[src/hdl/binary_to_padded_decimal_ascii_core_assert.svh]
// Assertion macros for the padded decimal converter.
// They refer to clk and rst_n of the module that uses them.
`ifndef BINARY_TO_PADDED_DECIMAL_ASCII_CORE_ASSERT_SVH
`define BINARY_TO_PADDED_DECIMAL_ASCII_CORE_ASSERT_SVH

`ifndef SYNTHESIS
`define BPD_ASSERT_IMPL(lbl, ante, cons) \
  lbl: assert property (@(posedge clk) disable iff (!rst_n) (ante) |-> (cons)) \
    else $error("assertion failed");
`define BPD_ASSERT_NEXT(lbl, ante, cons) \
  lbl: assert property (@(posedge clk) disable iff (!rst_n) (ante) |=> (cons)) \
    else $error("assertion failed");
`else
`define BPD_ASSERT_IMPL(lbl, ante, cons)
`define BPD_ASSERT_NEXT(lbl, ante, cons)
`endif

`endif

[src/hdl/bpd_pkg.sv]
package bpd_pkg;

  localparam int BPD_NDIG = 10;
  localparam int BPD_VW = 32;
  localparam int BPD_STEPS = 8;
  localparam int BPD_NSTG = BPD_VW / BPD_STEPS;
  localparam logic [4:0] BPD_MAX_WIDTH = 5'd29;
  localparam logic [4:0] BPD_WIDTH_RST = 5'd10;
  localparam logic [5:0] BPD_ASCII_ZERO = 6'd48;

  typedef struct packed {
    logic [4*BPD_NDIG-1:0] bcd;
    logic [BPD_VW-1:0]     bin;
  } bpd_dd_t;

  // eight shift-add-3 steps of the double dabble conversion
  function automatic bpd_dd_t bpd_dd_steps(bpd_dd_t s);
    bpd_dd_t r;
    r = s;
    for (int k = 0; k < BPD_STEPS; k++) begin
      for (int j = 0; j < BPD_NDIG; j++) begin
        if (r.bcd[4*j +: 4] >= 4'd5) begin
          r.bcd[4*j +: 4] = r.bcd[4*j +: 4] + 4'd3;
        end
      end
      r.bcd = {r.bcd[4*BPD_NDIG-2:0], r.bin[BPD_VW-1]};
      r.bin = {r.bin[BPD_VW-2:0], 1'b0};
    end
    return r;
  endfunction

endpackage

[src/hdl/bpd_dd_stage.sv]
module bpd_dd_stage
  import bpd_pkg::*;
(
  input  logic    clk,
  input  logic    rst_n,
  input  logic    up_vld,
  input  bpd_dd_t up_dat,
  output logic    up_rdy,
  output logic    dn_vld,
  output bpd_dd_t dn_dat,
  input  logic    dn_rdy
);

  logic    vld_r;
  bpd_dd_t dat_r;

  assign up_rdy = !vld_r || dn_rdy;
  assign dn_vld = vld_r;
  assign dn_dat = dat_r;

  always_ff @(posedge clk) begin
    if (!rst_n) begin
      vld_r <= 1'b0;
    end else if (up_rdy) begin
      vld_r <= up_vld;
    end
  end

  always_ff @(posedge clk) begin
    if (up_rdy && up_vld) begin
      dat_r <= bpd_dd_steps(up_dat);
    end
  end

endmodule

[src/hdl/binary_to_padded_decimal_ascii_core.sv]
// Path: four double dabble stage registers, then bcd_r, then out_char_r.
// Throughput: one character per cycle while out_stall is low; an item is
// field_width characters at the output (capped at 29, 10 after reset).
// Four double dabble stages, 8 bits each, take an item every cycle if not held.
// Reset (rst_n, synchronous): pipeline emptied, field_width back to 10.
`include "binary_to_padded_decimal_ascii_core_assert.svh"

module binary_to_padded_decimal_ascii_core
  import bpd_pkg::*;
(
  input  logic        clk,
  input  logic        rst_n,
  input  logic        in_valid,
  output logic        in_stall,
  input  logic [31:0] in_value,
  output logic        out_valid,
  input  logic        out_stall,
  output logic [5:0]  out_digit_char,
  output logic        out_last,
  output logic        out_fits,
  input  logic        cfg_valid,
  output logic        cfg_ready,
  input  logic [4:0]  cfg_data
);

  logic [4:0] field_width_r;
  logic [4:0] eff_w;

  logic    s_vld [BPD_NSTG+1];
  logic    s_rdy [BPD_NSTG+1];
  bpd_dd_t s_dat [BPD_NSTG+1];

  logic                  busy_r;
  logic [4:0]            place_r;
  logic [4*BPD_NDIG-1:0] bcd_r;
  logic                  fits_r;
  logic                  out_vld_r;
  logic [5:0]            out_char_r;
  logic                  out_last_r;
  logic                  out_fits_r;

  logic       mv;
  logic       ser_rdy;
  logic       ld;
  logic       ld_fits;
  logic [3:0] cur_dig;

  assign cfg_ready = 1'b1;
  assign eff_w = (field_width_r > BPD_MAX_WIDTH) ? BPD_MAX_WIDTH : field_width_r;

  assign s_vld[0]     = in_valid;
  assign s_dat[0].bcd = '0;
  assign s_dat[0].bin = in_value;
  assign in_stall     = !s_rdy[0];

  for (genvar k = 0; k < BPD_NSTG; k++) begin : g_stg
    bpd_dd_stage u_stg (
      .clk    (clk),
      .rst_n  (rst_n),
      .up_vld (s_vld[k]),
      .up_dat (s_dat[k]),
      .up_rdy (s_rdy[k]),
      .dn_vld (s_vld[k+1]),
      .dn_dat (s_dat[k+1]),
      .dn_rdy (s_rdy[k+1])
    );
  end

  assign mv      = busy_r && (!out_vld_r || !out_stall);
  assign ser_rdy = !busy_r || (mv && (place_r == 5'd0));
  assign s_rdy[BPD_NSTG] = ser_rdy;
  assign ld      = s_vld[BPD_NSTG] && ser_rdy;

  always_comb begin
    ld_fits = 1'b1;
    for (int j = 0; j < BPD_NDIG; j++) begin
      if ((5'(j) >= eff_w) && (s_dat[BPD_NSTG].bcd[4*j +: 4] != 4'd0)) begin
        ld_fits = 1'b0;
      end
    end
  end

  always_comb begin
    cur_dig = 4'd0;
    if (place_r < 5'(BPD_NDIG)) begin
      cur_dig = bcd_r[{place_r[3:0], 2'b00} +: 4];
    end
  end

  always_ff @(posedge clk) begin
    if (!rst_n) begin
      field_width_r <= BPD_WIDTH_RST;
      busy_r        <= 1'b0;
      out_vld_r     <= 1'b0;
    end else begin
      if (cfg_valid && cfg_ready) begin
        field_width_r <= cfg_data;
      end
      if (!out_vld_r || !out_stall) begin
        out_vld_r <= mv;
      end
      if (mv && (place_r == 5'd0)) begin
        busy_r <= 1'b0;
      end
      if (ld) begin
        busy_r <= (eff_w != 5'd0);
      end
    end
  end

  always_ff @(posedge clk) begin
    if (mv) begin
      out_char_r <= BPD_ASCII_ZERO + {2'b00, cur_dig};
      out_last_r <= (place_r == 5'd0);
      out_fits_r <= fits_r;
      place_r    <= place_r - 5'd1;
    end
    if (ld) begin
      place_r <= eff_w - 5'd1;
      bcd_r   <= s_dat[BPD_NSTG].bcd;
      fits_r  <= ld_fits;
    end
  end

  assign out_valid      = out_vld_r;
  assign out_digit_char = out_char_r;
  assign out_last       = out_last_r;
  assign out_fits       = out_fits_r;

  `BPD_ASSERT_IMPL(a_place_range, busy_r, place_r < eff_w)
  `BPD_ASSERT_NEXT(a_last_char, mv && (place_r == 5'd0), out_vld_r && out_last_r)
  `BPD_ASSERT_IMPL(a_wide_fits, out_vld_r && (eff_w >= 5'(BPD_NDIG)), out_fits_r)

endmodule

[config.mk]
export PLATFORM = sky130hd
export DESIGN_NAME = binary_to_padded_decimal_ascii_core
export DESIGN_NICKNAME = d
export VERILOG_FILES = /design/src/hdl/bpd_pkg.sv /design/src/hdl/bpd_dd_stage.sv /design/src/hdl/binary_to_padded_decimal_ascii_core.sv
export VERILOG_INCLUDE_DIRS = /design/src /design/src/hdl
export SDC_FILE = /design/constraint.sdc
export NUM_CORES = 1
export LEC_CHECK = 0
export ABC_AREA = 1
export BUFFER_PORTS_ARGS = -buffer_cell sky130_fd_sc_hd__buf_2
export CAP_MARGIN = 0
export CORE_ASPECT_RATIO = 1.5
export CORE_MARGIN = 2
export CORE_UTILIZATION = 48
export CTS_BUF_LIST = sky130_fd_sc_hd__clkbuf_16
export DETAILED_ROUTE_END_ITERATION = 8
export SYNTH_ARGS = -nofsm -noshare
export SYNTH_HDL_FRONTEND = slang
export SYNTH_SLANG_ARGS = --single-unit
export TNS_END_PERCENT = 5
[constraint.sdc]
create_clock -name clk -period 6.1 [get_ports clk]
set_input_delay 0.915 -clock clk [delete_from_list [all_inputs] [get_ports clk]]
set_output_delay 0.915 -clock clk [all_outputs]
set_load 0.02 [all_outputs]
Word level (Yosys, flattened, before mapping)
Index checks and enable logic that the tools add are counted. W data, S select, Z words.

Output and inout bits: 11. Register bits after elaboration: 273. Word-level logic and storage cells: 1152. Input bits: 42.

Muxes and demuxes: 520. Order comparisons: 287. Shift operators: 1. Add/subtract/negate cells: 278. Reductions and logical operators: 46.

Operators with widths (count): $mux W4 (469); $ge A4 B3 Y1 const B (275); $add A4 B2 Y4 const B (251); $mux W3 (45); $add A3 B2 Y3 const B (24); $reduce_bool A4 Y1 (10); $shiftx A40 B7 Y4 (1); $ge A3 B5 Y1 const A (4); $logic_and A1 B1 Y1 (17); $mux W5 (3); $ge A1 B5 Y1 const A (2); $ge A2 B5 Y1 const A (2); $ge A4 B5 Y1 const A (2); $sub A5 B1 Y5 const B (2); $reduce_or A9 Y1 (1); $logic_not A1 Y1 (8); $add A5 B5 Y6 const A (1); $logic_or A1 B1 Y1 (6); $gt A5 B5 Y1 const B (1); $logic_not A5 Y1 (1); $lt A5 B4 Y1 const B (1); $reduce_bool A5 Y1 (1); $reduce_bool A2 Y1 (2); $mux W1 (3).

Depth between registers and ports, before layout
Depth in word-level cells: 31. Mapped depth: 50. Gate-level depth less buffers: 50.

Hierarchy
A second synthesis with hierarchy kept.

Cells, all modules: 6723. Area total of the unflattened synthesis: 42480.7 µm².

By module, submodules not included: bpd_dd_stage (times used 4, seq. area each 1941.9 µm², area an instance 9914.5 µm², cells each 1607); binary_to_padded_decimal_ascii_core (times used 1, seq. area each 1701.6 µm², area an instance 2822.7 µm², cells each 295).

Worst setup path after synthesis
No wires, ideal clock.

Path kind: flip-flop to flip-flop. Start point: register g_stg[2].u_stg.dat_r, in the netlist g_stg[2].u_stg.dn_dat[60]. End point: register g_stg[3].u_stg.dat_r, in the netlist g_stg[3].u_stg.dn_dat[70] (data pin). Path slack: 0.499 ns. Clock period less this slack: 5.601 ns. Arrival: 5.337 ns. Stages on the path, launching flop included: 44. Required time: 5.836 ns. Library setup time: 0.264 ns. Cells stage by stage: edfxtp_1 -> inv_1 -> ha_1 -> inv_1 -> ha_1 -> inv_1 -> nand2_2 -> xor2_2 -> ha_1 -> nand3b_1 -> nand2_1 -> inv_1 -> o21ai_2 -> nand2_1 -> nand2_1 -> inv_1 -> nand2_2 -> inv_1 -> [... 8 more ...] -> or2_2 -> nand2_1 -> inv_1 -> nand2_1 -> inv_1 -> o21ai_2 -> nand3_1 -> nand2_1 -> nand2_1 -> ha_1 -> o21bai_1 -> xor2_1 -> inv_1 -> ha_1 -> inv_1 -> nor2_1 -> o21bai_1 -> o21ai_0.

Longest elaborated chain between the ends: 23. Elaborated cells on any way between the ends: 71.

Ends and longest elaborated chain: start, declared (RTL line bpd_dd_stage.sv:15) `bpd_dd_t dat_r;`; start signal, assigned (RTL line bpd_dd_stage.sv:31) `dat_r <= bpd_dd_steps(up_dat);`; $add A4 B2 Y4 / $ge A4 B3 Y1 (equally long branches) (RTL line bpd_pkg.sv:23, bpd_pkg.sv:22); $mux W4 (*) (RTL line bpd_pkg.sv:22) `if (r.bcd[4*j +: 4] >= 4'd5) begin`; $mux W4 (*) (RTL line bpd_dd_stage.sv:30) `if (up_rdy && up_vld) begin`; $add A4 B2 Y4 / $ge A4 B3 Y1 (equally long branches) (RTL line bpd_pkg.sv:23, bpd_pkg.sv:22); $mux W4 (RTL line bpd_pkg.sv:22); $mux W4 (RTL line bpd_dd_stage.sv:30); $add A4 B2 Y4 (tied with other cells) (RTL line bpd_pkg.sv:23) `r.bcd[4*j +: 4] = r.bcd[4*j +: 4] + 4'd3;`; $mux W4 / $mux W3 (equally long branches) (RTL line bpd_pkg.sv:22); [... 7 more ...]; $add A4 B2 Y4 (tied with other cells) (RTL line bpd_pkg.sv:23); $mux W4 / $mux W3 (equally long branches) (RTL line bpd_pkg.sv:22); $mux W4 / $mux W3 (equally long branches) (RTL line bpd_dd_stage.sv:30); $add A4 B2 Y4 (tied with other cells) (RTL line bpd_pkg.sv:23); $mux W4 / $mux W3 (equally long branches) (RTL line bpd_pkg.sv:22); $mux W4 / $mux W3 (equally long branches) (RTL line bpd_dd_stage.sv:30); $ge A4 B3 Y1 / $add A3 B2 Y3 (equally long branches) (RTL line bpd_pkg.sv:22, bpd_pkg.sv:23); $mux W3 (*) (RTL line bpd_pkg.sv:22); end signal, assigned (RTL line bpd_dd_stage.sv:31); end, declared (RTL line bpd_dd_stage.sv:15).

Every way passes the cells marked *; elsewhere a longest branch is shown, timed or not. The select of a mux whose other input is x is not followed. A chain may end at the register's enable or synchronous reset.

Final worst setup path
Start point: register g_stg[2].u_stg.dat_r, in the netlist g_stg[2].u_stg.dn_dat[56]. End point: register g_stg[3].u_stg.dat_r, in the netlist g_stg[3].u_stg.dn_dat[69] (data pin).

Longest elaborated chain between the ends: 23. Elaborated cells on any way between the ends: 79.

Ends and longest elaborated chain (RTL line): $add A4 B2 Y4 / $ge A4 B3 Y1 (equally long branches) (bpd_pkg.sv:23, bpd_pkg.sv:22); $mux W4 (*) (bpd_pkg.sv:22); $mux W4 (*) (bpd_dd_stage.sv:30); $add A4 B2 Y4 / $ge A4 B3 Y1 (equally long branches) (bpd_pkg.sv:23, bpd_pkg.sv:22); $mux W4 (bpd_pkg.sv:22); $mux W4 (bpd_dd_stage.sv:30); $add A4 B2 Y4 / $ge A4 B3 Y1 (equally long branches) (bpd_pkg.sv:23, bpd_pkg.sv:22); $mux W4 (bpd_pkg.sv:22); [... 7 more ...]; $add A4 B2 Y4 (tied with other cells) (bpd_pkg.sv:23); $mux W4 / $mux W3 (equally long branches) (bpd_pkg.sv:22); $mux W4 / $mux W3 (equally long branches) (bpd_dd_stage.sv:30); $add A4 B2 Y4 (tied with other cells) (bpd_pkg.sv:23); $mux W4 / $mux W3 (equally long branches) (bpd_pkg.sv:22); $mux W4 / $mux W3 (equally long branches) (bpd_dd_stage.sv:30); $ge A4 B3 Y1 / $add A3 B2 Y3 (equally long branches) (bpd_pkg.sv:22, bpd_pkg.sv:23); $mux W3 (*) (bpd_pkg.sv:22).

Marked as above.

==> impl_metrics.toml <==
[cells_and_area]
layout.cells.most_common = "nand2_1"
num_antenna_cells = 0
finalNetCount = 3599
final_cell_mix = "1050 x nand2_1, 553 x inv_1, 308 x nand3_1, 215 x nand2_2, 202 x edfxtp_1"
nFillCells = 4621
layout_cell_share_with_drive_strength_beyond_1 = 0.1898
non_filler_cell_area_final_um2 = 25330
area.growth.synth_to_final_pct = 10.29

[sta]
timing_max_transition_violations_final = 0
layout_worst_path_cycle_share = 0.9229
maxClockFrequency_mhz = 177.6
finalSetupViolCount = 0
finalHoldViolCount = 0
hold-worst-slack_ns = 0.4169
grt_setup_unrepaired = "true"
worst_slew_pin_slew_ns = 1.102
slew_headroom = 0.2656
timing.clock.skew_ns = 0.02550
period_minus_slack_ns = 5.629

[worst_hold_path]
worst_hold_path.num_cells = 0
timing.hold.worst.class = "flop to flop"
hold_start = "g_stg[0].u_stg.dn_dat[8]"
worst_hold_endpoint = "g_stg[1].u_stg.dn_dat[16]"

[floorplan]
die_x_um = 182.6
die_y_um = 271.9
initial_utilization = 0.4840
ios = 53
die_area_um2 = 49650
fp.coreArea_um2 = 47450
std_cell_rows = 98

[drt]
totalWireLength_mm = 44.99
first_pass_iters = 5
antenna_violating_nets_post_route = 0
post-route-drc-count = 0
drt_iter0_drc = 566
detailroute.via_count = 20660
drt-wirelength-per-cell_um = 11.15
route.detailed.vias_per_inst = 5.120

[worst_setup_path]
critPathRequiredTime_ns = 6.39
timing.critical_path.mode_cell = "nand2_2"
timing.critical_path.from_type = "flop"
critical_path.max_stage_delay_ns = 0.46
timing.critical_path.slowest_stage_cell = "edfxtp_1"
cells_on_worst_reg2reg_path = 38
regToRegStartpoint = "g_stg[2].u_stg.dn_dat[56]"
worst-path-max-fanout = 5
worstReg2RegEnd = "g_stg[3].u_stg.dn_dat[69]"
cp_data_arrival_time_ns = 5.92
critical_path_class = "flop to flop"
worst_r2r_setup_slack_ns = 0.47
element_type_at_the_critical_path_end = "flop"

[synthesis]
syn-instance-count = 3319
ys_async_rst_share = 0
ys_ff_latch = 213
post_synthesis_cell_area_um2 = 22970
synth_edf_count = 202
yosysUniqueCellTypes = 56
share_of_synthesized_area_occupied_by_flip_flops_and_latches = 0.2737
synth-main-ff-cell = "edfxtp_1"
synthesis.yosys.warnings = 0
postSynthAreaPerCell_um2 = 6.919

[clock_network]
ctsHtreeMaxLevel = 1
clkLatencyLatePin_ns = 0.56
cts.clk_slew.worst_paths_ns = 0.06
cts_inserted_buffers = 25
clock_sinks = 213
clock_path_buffers = 3
cts_tree = "yes"
clock_tree.root_cell = "clkbuf_16"
ctsHoldBuffers = 0

[global_routing]
global_route_track_usage_on_met3 = 0.01658
first_pass_grt_wire_length_mm = 78.83
gr-max-usage-layer = "met2"
gr-total-overflow = 0
use_met2 = 0.3964
via_count_of_the_first_global_routing_pass = 19810
groute.layer.met1.usage = 0.1670
initial_antenna_violation_count = 0
largest_net_degree_at_the_start_of_global_routing = 51
total_routing_usage_gr = 0.1814

[place]
hpwl_after_detailed_placement_mm = 36.90
portBuffers = 49
post_dp_cell_area_um2 = 23990
finalWeightedCongestion = 0.8447

[job]
cap_violations = 0

[outcome]
status = "completed"
-- Yosys cell counts (11+ instances only) --
cell type	count	share of area
xor2_1	56	0.021
o21ai_2	51	0.019
o211ai_1	12	0.0039
inv_2	22	0.0036
ha_1	141	0.077
o21ai_1	28	0.0061
edfxtp_1	202	0.26
nand3b_1	14	0.0046
nand2_1	1066	0.17
nor2_1	65	0.011
and2_4	14	0.0053
nand4_1	105	0.029
o21ai_0	85	0.019
dfxtp_1	11	0.0096
nand2_2	203	0.055
xor2_2	15	0.011
a21o_1	34	0.011
nand2_4	27	0.013
o22ai_1	11	0.0030
and2_1	32	0.0087
nand3_1	319	0.070
inv_1	563	0.092
a31o_2	15	0.0057
nand3_2	101	0.044
a21oi_1	46	0.010
-- cells by family after synthesis --
kind of cell | share of synthesized area
xor+xnor | 0.03754
buf+inv | 0.09790
fa+ha+maj | 0.07682
flops | 0.2737
mux | 0.0008717
simple gates | 0.4245
compound gates | 0.08848
other cells | 0.0001633
-- worst max-delay path, delay by kind of cell (launching register included) --
kind	cells	cell delay, ns
DFF	1	0.46
and+or+nand+nor	19	2.08
buffers and inverters	6	0.49
adders and majority gates	4	0.79
AOI/OAI and AO/OA	6	1.02
xor gates and xnor gates	3	0.57
-- through the flow --
step	TNS (ns)	cells	worst slack (ns)	utilization
4_1_cts	0	4013	0.01558	0.5252
6_report	0	4035	0.4705	0.5338
3_5_place_dp	0	3967	0.02206	0.5056
2_1_floorplan	0	3321	0.4990	-
3_3_place_gp	0	3967	0.3652	0.5056
5_1_grt	-0.5763	4035	-0.07627	0.5338
-- sequential cells by signal, summed over array words and instances, names as in the netlist --
register	flops
out_last	1
field_width_r	5
busy_r	1
fits_r	1
out_digit_char	4
g_stg.u_stg.dn_vld	4
out_fits	1
place_r	5
bcd_r	40
g_stg.u_stg.dn_dat	150
out_valid	1
-- how the worst max path moves through the flow --
| stage | startpoint | endpoint | slack, ns | cells after the start |
|---|---|---|---|---|
| detailed placement | g_stg[2].u_stg.dn_dat[60] | g_stg[3].u_stg.dn_dat[70] | 0.02 | 44 |
| CTS | g_stg[2].u_stg.dn_dat[60] | g_stg[3].u_stg.dn_dat[70] | 0.02 | 43 |
| global placement | g_stg[2].u_stg.dn_dat[60] | g_stg[3].u_stg.dn_dat[70] | 0.37 | 43 |
| global route | g_stg[1].u_stg.dn_dat[48] | g_stg[2].u_stg.dn_dat[57] | -0.08 | 41 |
| floorplan | g_stg[2].u_stg.dn_dat[60] | g_stg[3].u_stg.dn_dat[70] | 0.50 | 43 |
| finish | g_stg[2].u_stg.dn_dat[56] | g_stg[3].u_stg.dn_dat[69] | 0.47 | 38 |
-- layout make-up --
class | count | area [um2] | share of cell area
Clock buffer | 25 | 625.6 | 0.02470
Clock inverter | 21 | 301.5 | 0.01191
Inverter | 587 | 2203 | 0.08699
Multi-Input combinational cell | 2512 | 14710 | 0.5806
Sequential cell | 213 | 6286 | 0.2482
Tap cell | 600 | 750.7 | 0.02964
Timing Repair Buffer | 77 | 455.4 | 0.01798
-- routing by layer --
layer  wire (um)  share of wire
met3         911          0.020
met1       16470           0.37
met5           0              0
met2       26170           0.58
met4        1445          0.032
-- timing repair --
| action | in CTS | in global routing |
|---|---|---|
| pin swaps | 0 | 21 |
| endpoints found under the setup margin | 1 | 45 |
| resized for setup | 1 | 74 |
| setup buffers | 0 | 22 |
| endpoints found under the hold margin | 0 | 0 |
| cloned | 0 | 0 |
Power is left out: the tool's default activity adds up to more than one toggle a clock period on the data nets, which glitch-free logic cannot reach.
